[src/hdl/pff_pkg.sv]
// ----------------------------------------------------------------------------
// Printf field formatter package
// Conversion codes, default bounds and the plan handed to the emitter.
// ----------------------------------------------------------------------------
`timescale 1ns / 1ps

package pff_pkg;

  localparam int MAX_WIDTH_DEF     = 48;
  localparam int MAX_PRECISION_DEF = 32;

  typedef enum logic [2:0] {
    OP_D   = 3'd0,
    OP_U   = 3'd1,
    OP_X   = 3'd2,
    OP_XU  = 3'd3,
    OP_P   = 3'd4,
    OP_C   = 3'd5,
    OP_PCT = 3'd6,
    OP_NONE = 3'd7
  } op_t;

  // Everything the emitter needs to walk one field.
  typedef struct packed {
    logic [5:0]  lead;    // leading spaces
    logic [39:0] pfx;     // literal characters, first one in the top byte
    logic [2:0]  plen;
    logic [6:0]  zfill;   // zeros between the literal and the digits
    logic [63:0] digits;  // digit nibbles, most significant in the top nibble
    logic [4:0]  ndig;
    logic        upper;
    logic [6:0]  total;   // characters in the whole field
  } plan_t;

endpackage

[src/hdl/pff_conv.sv]
// ----------------------------------------------------------------------------
// Digit converter
// Turns a magnitude into hex or decimal digits, one bit or one digit a cycle,
// and left-aligns them so that the leading digit sits in the top nibble.
// ----------------------------------------------------------------------------
`timescale 1ns / 1ps

module pff_conv
  import pff_pkg::*;
(
  input  logic        clk,
  input  logic        rst_n,
  input  logic        start,
  input  logic        hex,
  input  logic [63:0] mag,
  output logic        done,
  output logic [63:0] digits,
  output logic [4:0]  ndig
);

  typedef enum logic [1:0] {S_IDLE, S_DAB, S_NORM} state_t;

  state_t      state_r;
  logic [31:0] sh_r;
  logic [39:0] bcd_r;
  logic [5:0]  cnt_r;
  logic [63:0] dig_r;
  logic [4:0]  ndig_r;
  logic        done_r;
  logic [39:0] adj;

  // Add-3 correction on every BCD digit before the shift.
  always_comb begin
    for (int i = 0; i < 10; i++) begin
      adj[i*4 +: 4] = (bcd_r[i*4 +: 4] >= 4'd5) ? bcd_r[i*4 +: 4] + 4'd3
                                                : bcd_r[i*4 +: 4];
    end
  end

  always_ff @(posedge clk) begin
    if (!rst_n) begin
      state_r <= S_IDLE;
      done_r  <= 1'b0;
    end else begin
      done_r <= 1'b0;
      unique case (state_r)
        S_IDLE: begin
          if (start) begin
            ndig_r <= 5'd16;
            if (hex) begin
              dig_r   <= mag;
              state_r <= S_NORM;
            end else begin
              sh_r    <= mag[31:0];
              bcd_r   <= '0;
              cnt_r   <= 6'd32;
              state_r <= S_DAB;
            end
          end
        end
        S_DAB: begin
          bcd_r <= {adj[38:0], sh_r[31]};
          sh_r  <= {sh_r[30:0], 1'b0};
          cnt_r <= cnt_r - 6'd1;
          if (cnt_r == 6'd1) begin
            dig_r   <= {24'd0, adj[38:0], sh_r[31]};
            state_r <= S_NORM;
          end
        end
        S_NORM: begin
          if (ndig_r != 5'd0 && dig_r[63:60] == 4'd0) begin
            dig_r  <= {dig_r[59:0], 4'd0};
            ndig_r <= ndig_r - 5'd1;
          end else begin
            done_r  <= 1'b1;
            state_r <= S_IDLE;
          end
        end
        default: state_r <= S_IDLE;
      endcase
    end
  end

  assign done   = done_r;
  assign digits = dig_r;
  assign ndig   = ndig_r;

endmodule

[src/hdl/pff_emit.sv]
// ----------------------------------------------------------------------------
// Character emitter
// Walks a field plan and sends one character per beat through an output
// register: leading spaces, literal, zeros, digits, trailing spaces.
// ----------------------------------------------------------------------------
`timescale 1ns / 1ps

module pff_emit
  import pff_pkg::*;
(
  input  logic       clk,
  input  logic       rst_n,
  input  logic       start,
  input  plan_t      plan,
  output logic       busy,
  output logic       out_tvalid,
  input  logic       out_tready,
  output logic [7:0] out_char,
  output logic       out_last
);

  logic [6:0]  rem_r;
  logic [5:0]  lead_r;
  logic [39:0] pfx_r;
  logic [2:0]  plen_r;
  logic [6:0]  zf_r;
  logic [63:0] dig_r;
  logic [4:0]  ndig_r;
  logic        upper_r;
  logic        valid_r;
  logic [7:0]  char_r;
  logic        last_r;
  logic        adv;
  logic [3:0]  d;
  logic [7:0]  dchar;

  assign adv = (rem_r != 7'd0) && (!valid_r || out_tready);
  assign d   = dig_r[63:60];

  always_comb begin
    if (d < 4'd10) dchar = 8'h30 + {4'd0, d};
    else           dchar = (upper_r ? 8'h41 : 8'h61) + {4'd0, d} - 8'd10;
  end

  always_ff @(posedge clk) begin
    if (!rst_n) begin
      rem_r   <= '0;
      valid_r <= 1'b0;
    end else begin
      if (start) begin
        rem_r   <= plan.total;
        lead_r  <= plan.lead;
        pfx_r   <= plan.pfx;
        plen_r  <= plan.plen;
        zf_r    <= plan.zfill;
        dig_r   <= plan.digits;
        ndig_r  <= plan.ndig;
        upper_r <= plan.upper;
      end else if (adv) begin
        rem_r   <= rem_r - 7'd1;
        valid_r <= 1'b1;
        last_r  <= (rem_r == 7'd1);
        if (lead_r != 6'd0) begin
          char_r <= 8'h20;
          lead_r <= lead_r - 6'd1;
        end else if (plen_r != 3'd0) begin
          char_r <= pfx_r[39:32];
          pfx_r  <= {pfx_r[31:0], 8'd0};
          plen_r <= plen_r - 3'd1;
        end else if (zf_r != 7'd0) begin
          char_r <= 8'h30;
          zf_r   <= zf_r - 7'd1;
        end else if (ndig_r != 5'd0) begin
          char_r <= dchar;
          dig_r  <= {dig_r[59:0], 4'd0};
          ndig_r <= ndig_r - 5'd1;
        end else begin
          char_r <= 8'h20;
        end
      end else if (out_tready) begin
        valid_r <= 1'b0;
      end
    end
  end

  assign busy       = (rem_r != 7'd0) || valid_r;
  assign out_tvalid = valid_r;
  assign out_char   = char_r;
  assign out_last   = last_r;

endmodule

[src/hdl/printf_field_formatter.sv]
// ----------------------------------------------------------------------------
// Printf field formatter
// Formats one parsed integer-style printf conversion into ASCII characters.
// ----------------------------------------------------------------------------
// One conversion is taken at a time. After the input beat the digit converter
// runs bit-serial binary to BCD (decimal) or loads the value as it is (hex),
// then left-aligns the digits, one digit a cycle; the planning state S_LOAD
// follows, then the field leaves at one character per beat while out_tready
// is high. The field is at most MAX_WIDTH long or, where that is shorter,
// the prefix plus the digits or the precision, whichever is longer.
// in_tready rises again once the last character has been taken.
`timescale 1ns / 1ps

module printf_field_formatter
  import pff_pkg::*;
#(
  parameter int MAX_WIDTH     = MAX_WIDTH_DEF,
  parameter int MAX_PRECISION = MAX_PRECISION_DEF
) (
  input  logic        clk,
  input  logic        rst_n,
  input  logic        in_tvalid,
  output logic        in_tready,
  // opcode[2:0], arg_value[66:3], plus_flag[67], space_flag[68], alt_flag[69],
  // left_flag[70], zero_flag[71], has_precision[72], precision[78:73],
  // width[84:79], zeros above
  input  logic [87:0] in_tdata,
  output logic        out_tvalid,
  input  logic        out_tready,
  // out_char[7:0]
  output logic [7:0]  out_tdata,
  output logic        out_tlast
);

  typedef enum logic [1:0] {S_IDLE, S_CONV, S_LOAD, S_EMIT} state_t;

  state_t      state_r;
  op_t         op_r;
  logic        plus_r, space_r, alt_r, left_r, zero_r, hp_r, neg_r, argz_r;
  logic [5:0]  prec_r, wid_r;
  logic [7:0]  ch_r;

  logic [2:0]  in_op;
  logic [63:0] in_arg;
  logic [31:0] lo;
  logic [63:0] mag;
  logic        hex;
  logic        acc;
  logic        conv_done;
  logic [63:0] conv_dig;
  logic [4:0]  conv_ndig;
  logic        emit_start;
  logic        emit_busy;
  plan_t       plan;

  assign in_op  = in_tdata[2:0];
  assign in_arg = in_tdata[66:3];
  assign lo     = in_arg[31:0];
  assign acc    = in_tvalid && in_tready;
  assign in_tready = (state_r == S_IDLE);

  always_comb begin
    hex = 1'b0;
    mag = '0;
    case (in_op)
      OP_D:         mag = {32'd0, lo[31] ? 32'd0 - lo : lo};
      OP_U:         mag = {32'd0, lo};
      OP_X, OP_XU:  begin mag = {32'd0, lo}; hex = 1'b1; end
      OP_P:         begin mag = in_arg;      hex = 1'b1; end
      default:      mag = '0;
    endcase
  end

  pff_conv u_conv (
    .clk    (clk),
    .rst_n  (rst_n),
    .start  (acc),
    .hex    (hex),
    .mag    (mag),
    .done   (conv_done),
    .digits (conv_dig),
    .ndig   (conv_ndig)
  );

  always_ff @(posedge clk) begin
    if (!rst_n) begin
      state_r <= S_IDLE;
    end else begin
      unique case (state_r)
        S_IDLE: begin
          if (acc) begin
            op_r    <= op_t'(in_op);
            plus_r  <= in_tdata[67];
            space_r <= in_tdata[68];
            alt_r   <= in_tdata[69];
            left_r  <= in_tdata[70];
            zero_r  <= in_tdata[71];
            hp_r    <= in_tdata[72];
            prec_r  <= (in_tdata[78:73] > 6'(MAX_PRECISION)) ? 6'(MAX_PRECISION)
                                                             : in_tdata[78:73];
            wid_r   <= (in_tdata[84:79] > 6'(MAX_WIDTH)) ? 6'(MAX_WIDTH)
                                                         : in_tdata[84:79];
            neg_r   <= lo[31];
            argz_r  <= (in_arg == 64'd0);
            ch_r    <= in_arg[7:0];
            state_r <= S_CONV;
          end
        end
        S_CONV: if (conv_done) state_r <= S_LOAD;
        S_LOAD: state_r <= S_EMIT;
        S_EMIT: if (!emit_busy) state_r <= S_IDLE;
        default: state_r <= S_IDLE;
      endcase
    end
  end

  assign emit_start = (state_r == S_LOAD);

  // Field plan from the captured flags and the converted digits.
  logic [39:0] pfx;
  logic [2:0]  plen;
  logic [4:0]  nd;
  logic [5:0]  n;
  logic        numeric, pad_ok, zpad;
  logic [7:0]  sgn;
  logic        has_sgn;
  logic [6:0]  body;
  logic [5:0]  pad;

  always_comb begin
    has_sgn = 1'b1;
    sgn     = 8'h2B;
    if (op_r == OP_D && neg_r) sgn = 8'h2D;
    else if (plus_r)           sgn = 8'h2B;
    else if (space_r)          sgn = 8'h20;
    else                       has_sgn = 1'b0;

    pfx     = '0;
    plen    = 3'd0;
    numeric = 1'b1;
    pad_ok  = 1'b1;
    case (op_r)
      OP_D: begin
        if (has_sgn) begin pfx = {sgn, 32'd0}; plen = 3'd1; end
      end
      OP_X, OP_XU: begin
        // Hex looks only at the low word, so a zero there drops the prefix.
        if (alt_r && conv_ndig != 5'd0) begin
          pfx  = {8'h30, (op_r == OP_XU) ? 8'h58 : 8'h78, 24'd0};
          plen = 3'd2;
        end
      end
      OP_P: begin
        if (argz_r) begin
          pfx     = {8'h28, 8'h6E, 8'h69, 8'h6C, 8'h29};
          plen    = 3'd5;
          numeric = 1'b0;
        end else if (has_sgn) begin
          pfx = {sgn, 8'h30, 8'h78, 16'd0}; plen = 3'd3;
        end else begin
          pfx = {8'h30, 8'h78, 24'd0};      plen = 3'd2;
        end
      end
      OP_C: begin
        pfx = {ch_r, 32'd0}; plen = 3'd1; numeric = 1'b0;
      end
      OP_PCT: begin
        pfx = {8'h25, 32'd0}; plen = 3'd1; numeric = 1'b0; pad_ok = 1'b0;
      end
      OP_NONE: begin
        numeric = 1'b0; pad_ok = 1'b0;
      end
      default: ;
    endcase

    nd = conv_ndig;
    if (conv_ndig == 5'd0 && !(hp_r && prec_r == 6'd0)) nd = 5'd1;
    if (!numeric) nd = 5'd0;
    n = {1'b0, nd};
    if (numeric && hp_r && prec_r > n) n = prec_r;

    body = {4'd0, plen} + {1'b0, n};
    pad  = (pad_ok && {1'b0, wid_r} > body) ? wid_r - body[5:0] : 6'd0;
    zpad = numeric && zero_r && !hp_r && !left_r;

    plan.lead   = (!left_r && !zpad) ? pad : 6'd0;
    plan.pfx    = pfx;
    plan.plen   = plen;
    plan.zfill  = (zpad ? {1'b0, pad} : 7'd0) + {1'b0, n - {1'b0, nd}};
    plan.digits = conv_dig;
    plan.ndig   = nd;
    plan.upper  = (op_r == OP_XU);
    plan.total  = body + {1'b0, pad};
  end

  pff_emit u_emit (
    .clk        (clk),
    .rst_n      (rst_n),
    .start      (emit_start),
    .plan       (plan),
    .busy       (emit_busy),
    .out_tvalid (out_tvalid),
    .out_tready (out_tready),
    .out_char   (out_tdata),
    .out_last   (out_tlast)
  );

endmodule

[config.mk]
export PLATFORM = sky130hd
export DESIGN_NAME = printf_field_formatter
export DESIGN_NICKNAME = d
export VERILOG_FILES = /design/src/hdl/pff_pkg.sv /design/src/hdl/pff_conv.sv /design/src/hdl/pff_emit.sv /design/src/hdl/printf_field_formatter.sv
export SDC_FILE = /design/constraint.sdc
export NUM_CORES = 1
export LEC_CHECK = 0
export BUFFER_PORTS_ARGS = -buffer_cell sky130_fd_sc_hd__buf_2
export CORE_MARGIN = 4
export CORE_UTILIZATION = 66
export CTS_CLUSTER_DIAMETER = 80
export CTS_CLUSTER_SIZE = 16
export DETAILED_ROUTE_END_ITERATION = 6
export GPL_ROUTABILITY_DRIVEN = 0
export GPL_TIMING_DRIVEN = 0
export PLACE_DENSITY = 0.89
export SYNTH_ARGS = -nofsm -noshare
export SYNTH_HDL_FRONTEND = slang
export SYNTH_SLANG_ARGS = --single-unit
[constraint.sdc]
create_clock -name clk -period 27.8 [get_ports clk]
set_input_delay 4.17 -clock clk [delete_from_list [all_inputs] [get_ports clk]]
set_output_delay 4.17 -clock clk [all_outputs]
set_load 0.03 [all_outputs]
==> summary.md <==
| Metric | Value |
|---|---|
| Status | `finished, final reports clean` |
| Height of the chip | `166 microns` |
| Largest net degree at the start of global routing | `37` |
| Sink Count | `306` |
| Setup ws final | `just under 20 ns` |
| RR Startpoint | `argz_r$_DFFE_PP_` |
| Synthesis-to-finish area growth | `10.8%` |
| Util after Layout | `74.8%` |
| Drt via density | `~6.4` |
| WS Path Type | `flop to flop` |
| Rows | `57` |
| Final nets | `1778` |
| Synth Instances | `1471` |
| Reg2Reg Setup Slack | `19.25 ns` |
| Min-Delay Path Class | `flop to flop` |
| Final slew viol count | `0` |
| Number of distinct library cells after synthesis | `69` |
| EDFF count, synth | `slightly below 300` |
| CTS tree | `built` |
| DP Worst Slack | `19.52 ns` |
| RSZ-0062 raised after global routing | `no` |
| Iter 0 DRT Violations | `1449` |
| CP max FO | `10` |
| Final Cycle Share | `30.8%` |
| Met1 Wirelength | `~15000 microns` |
| Top_reg_cell synth | `edfxtp_1` |
| Die area | `approximately 28000 sq um` |
| CTS Hold Bufs | `0` |
| Vias in the first global route | `~12000` |
| Core area | `24400 sq um` |
| Area leader, netlist | `edfxtp_1` |
| Initial antenna violation count | `3` |
| Final setup TNS | `0 ns` |
| Worst VDD drop | `approximately 0.054 mV` |
| Pin slew with the least headroom to its limit | `1.09 ns` |
| Top sig layer | `met5` |
| Postcts setup bufs | `0` |
| CTS root buffer | `clkbuf_16` |
| Met3 WL | `about 4200 microns` |
| Layout cells sized above 1 | `13.7%` |
| Total CTS buffers | `23` |
| Post-Syn Area | `16500 sq um` |
| Lkg Pwr | `6.71 nW` |
| Non-Filler Instances | `1951` |
| Data required time of the critical path | `~28 ns` |
| Setup crit start | `argz_r$_DFFE_PP_` |
| WP data arrival | `a little under 9 ns` |
| Syn nets | `1639` |
| Drt drc | `0` |
| Seq/Total Area, Yosys | `55.0%` |
| Met2 Routed Length | `~20000 microns` |
| Max-capacitance violation count | `0` |
| Die Wd | `166 microns` |
| Critical Path End Type | `flop` |
| Max Root-Sink Buffers | `3` |
| Headroom to the max-slew limit | `26.5%` |
| Clock Pin Slew Worst Setup and Hold Paths | `0.07 ns` |
| WL final | `approximately 40000 microns` |
| Final Hold Slack | `0.512 ns` |
| H-tree depth | `1` |
| Drt pass-1 iters | `6` |
| Final setup violation count | `0` |
| Total number of vias | `12500` |
| Gr usage total | `28.6%` |
| Synth cell count leaders | `293 x edfxtp_1, 143 x nand2_1, 105 x nor2_1` |
| IO Port Bufs | `99` |
| Top cells by area, synth | `edfxtp_1 53%, ha_1 5.4%, mux2_2 4.3%, nand2_1 3.3%, xnor2_1 2.9%` |
| Synthesis warning total | `0` |
| Syn Area/Cell | `11.2 sq um` |
| Dpl hpwl | `~30000 microns` |
| Global-route wire length before repair | `64100 microns` |
| IO Pins | `103` |
| Startpoint Class | `flop` |
| Reg2Reg Depth | `27` |
| Async SR Flop Fraction | `0%` |
| Fmax | `117 MHz` |
| Tmin final | `8.55 ns` |
| Setup crit end | `u_emit.zf_r[5]$_DFFE_PP_` |
| Post-DR wirelength/cell | `between 20 and 25 microns` |
| Hold depth | `2` |
| Post-CTS sizing | `0` |
| Clock Skew | `0.0225 ns` |
| Starting density of the core | `around 67%` |
| Power Density | `around 90 nW/um^2` |
| Hold Vio Cnt, Final | `0` |
| GRT Residual Overflow | `0` |
| Final ANT Viol Nets | `0` |
| Cells after DPL | `1909` |
| Count leader, synth | `edfxtp_1` |
| Top cell type's share of synthesized area | `between 50% and 60%` |
| #FFs+latches synth | `306` |
| Worst-Skew Late Latency | `approximately 0.54 ns` |
| Reg-to-reg critical path endpoint | `u_emit.zf_r[5]$_DFFE_PP_` |
## metrics by stage
| stage | cell area, sq um | power [W] |
|---|---|---|
| CTS | 18200 | 0.00168 |
| detailed placement | 17600 | 0.00136 |
| finish | 18200 | 0.00169 |
| global route | 18200 | 0.00177 |
| floorplan | 16500 | 0.00116 |
| global placement | 17400 | 0.00132 |
## power by group
part	total [W]	switching [W]	leakage (nW)	internal (W)
logic	0.000676	0.000432	3.58	0.000244
registers	0.000699	0.0000478	2.82	0.000651
clock network	0.000316	0.000159	0.311	0.000157
total	0.00169	0.000639	6.71	0.00105
## cell type report
class	count	area [sq um]
antenna	1	2.50
buffer	64	259
clock buffer	40	639
clock inverter	1	16.3
fill	1531	6160
inverter	88	330
multi-input combinational	1013	6840
sequential	306	9060
tap	324	405
timing repair buffer	114	681
## how the worst min path moves through the flow
stage	from	endpoint	slack (ns)
after floorplan	u_conv.state_r[0]$_SDFFE_PN0P_	u_conv.state_r[0]$_SDFFE_PN0P_	0.47
after global placement	u_emit.out_tvalid$_SDFFE_PN0P_	u_emit.out_tvalid$_SDFFE_PN0P_	0.49
after detailed placement	u_conv.state_r[0]$_SDFFE_PN0P_	u_conv.state_r[0]$_SDFFE_PN0P_	0.50
after CTS	u_conv.state_r[0]$_SDFFE_PN0P_	u_conv.state_r[0]$_SDFFE_PN0P_	0.51
after global routing	u_conv.state_r[0]$_SDFFE_PN0P_	u_conv.state_r[0]$_SDFFE_PN0P_	0.54
final	u_conv.state_r[0]$_SDFFE_PN0P_	u_conv.state_r[0]$_SDFFE_PN0P_	0.51
## cell families after synthesis
family / after synthesis / share of synthesized area (%)
muxes: 73 / 4.92
and+or+nand+nor: 439 / 12.9
DFF: 306 / 55.0
adders and majority gates: 76 / 6.01
buffers and inverters: 152 / 3.58
xor gates and xnor gates: 86 / 4.58
AOI/OAI and AO/OA: 339 / 13.0
## metal layers
| metal | up-vias | global-route usage, % |
|---|---|---|
| met4 | 4 | 9.43 |
| li1 | 5657 | - |
| met1 | 6037 | 36.6 |
| met5 | - | 0 |
| met2 | 701 | 48.4 |
| met3 | 121 | 6.71 |
## worst max-delay path, stage by stage (launching register included)
cell,delay (ns)
edfxtp_1,0.35
buf_2,0.19
o31ai_1,0.78
nand2_1,0.35
ha_1,0.39
and4b_1,0.22
a311o_1,0.39
a31oi_4,0.28
mux2_2,0.41
ha_1,0.22
fa_1,0.40
xor2_1,0.60
inv_1,0.24
ha_1,0.41
and4_1,0.23
a32oi_1,0.19
o21a_1,0.34
nand3_1,0.27
or3_1,0.42
clkbuf_1,0.17
nor2_1,0.22
ha_1,0.27
a21o_1,0.16
a21oi_1,0.21
o21bai_1,0.11
a21oi_1,0.18
xor2_1,0.19
mux2i_1,0.09
## sequential cells by signal (all words and copies together) (netlist names), 2 cells and up
name,count
u_emit.out_char,8
u_emit.plen_r,3
u_conv.cnt_r,6
u_emit.dig_r,64
u_conv.bcd_r,40
u_conv.ndig,5
ch_r,8
u_conv.state_r,2
u_emit.rem_r,7
prec_r,6
u_emit.lead_r,6
op_r,3
u_emit.pfx_r,20
u_conv.digits,64
wid_r,6
u_conv.sh_r,32
u_emit.zf_r,7
u_emit.ndig_r,5
state_r,2
## placed cells by master (no fill, tap or decap), types with 23 or more instances in the layout
cell / count
edfxtp_1: 293
nand2_1: 143
nor2_1: 103
buf_2: 102
o21ai_0: 93
inv_1: 86
a21oi_1: 85
clkbuf_1: 74
ha_1: 71
mux2_2: 63
xnor2_1: 55
nor3_1: 33
xor2_1: 31
and2_1: 26
a22o_1: 24
clkbuf_16: 23
Note: power is estimated with default switching activity, not from simulation.
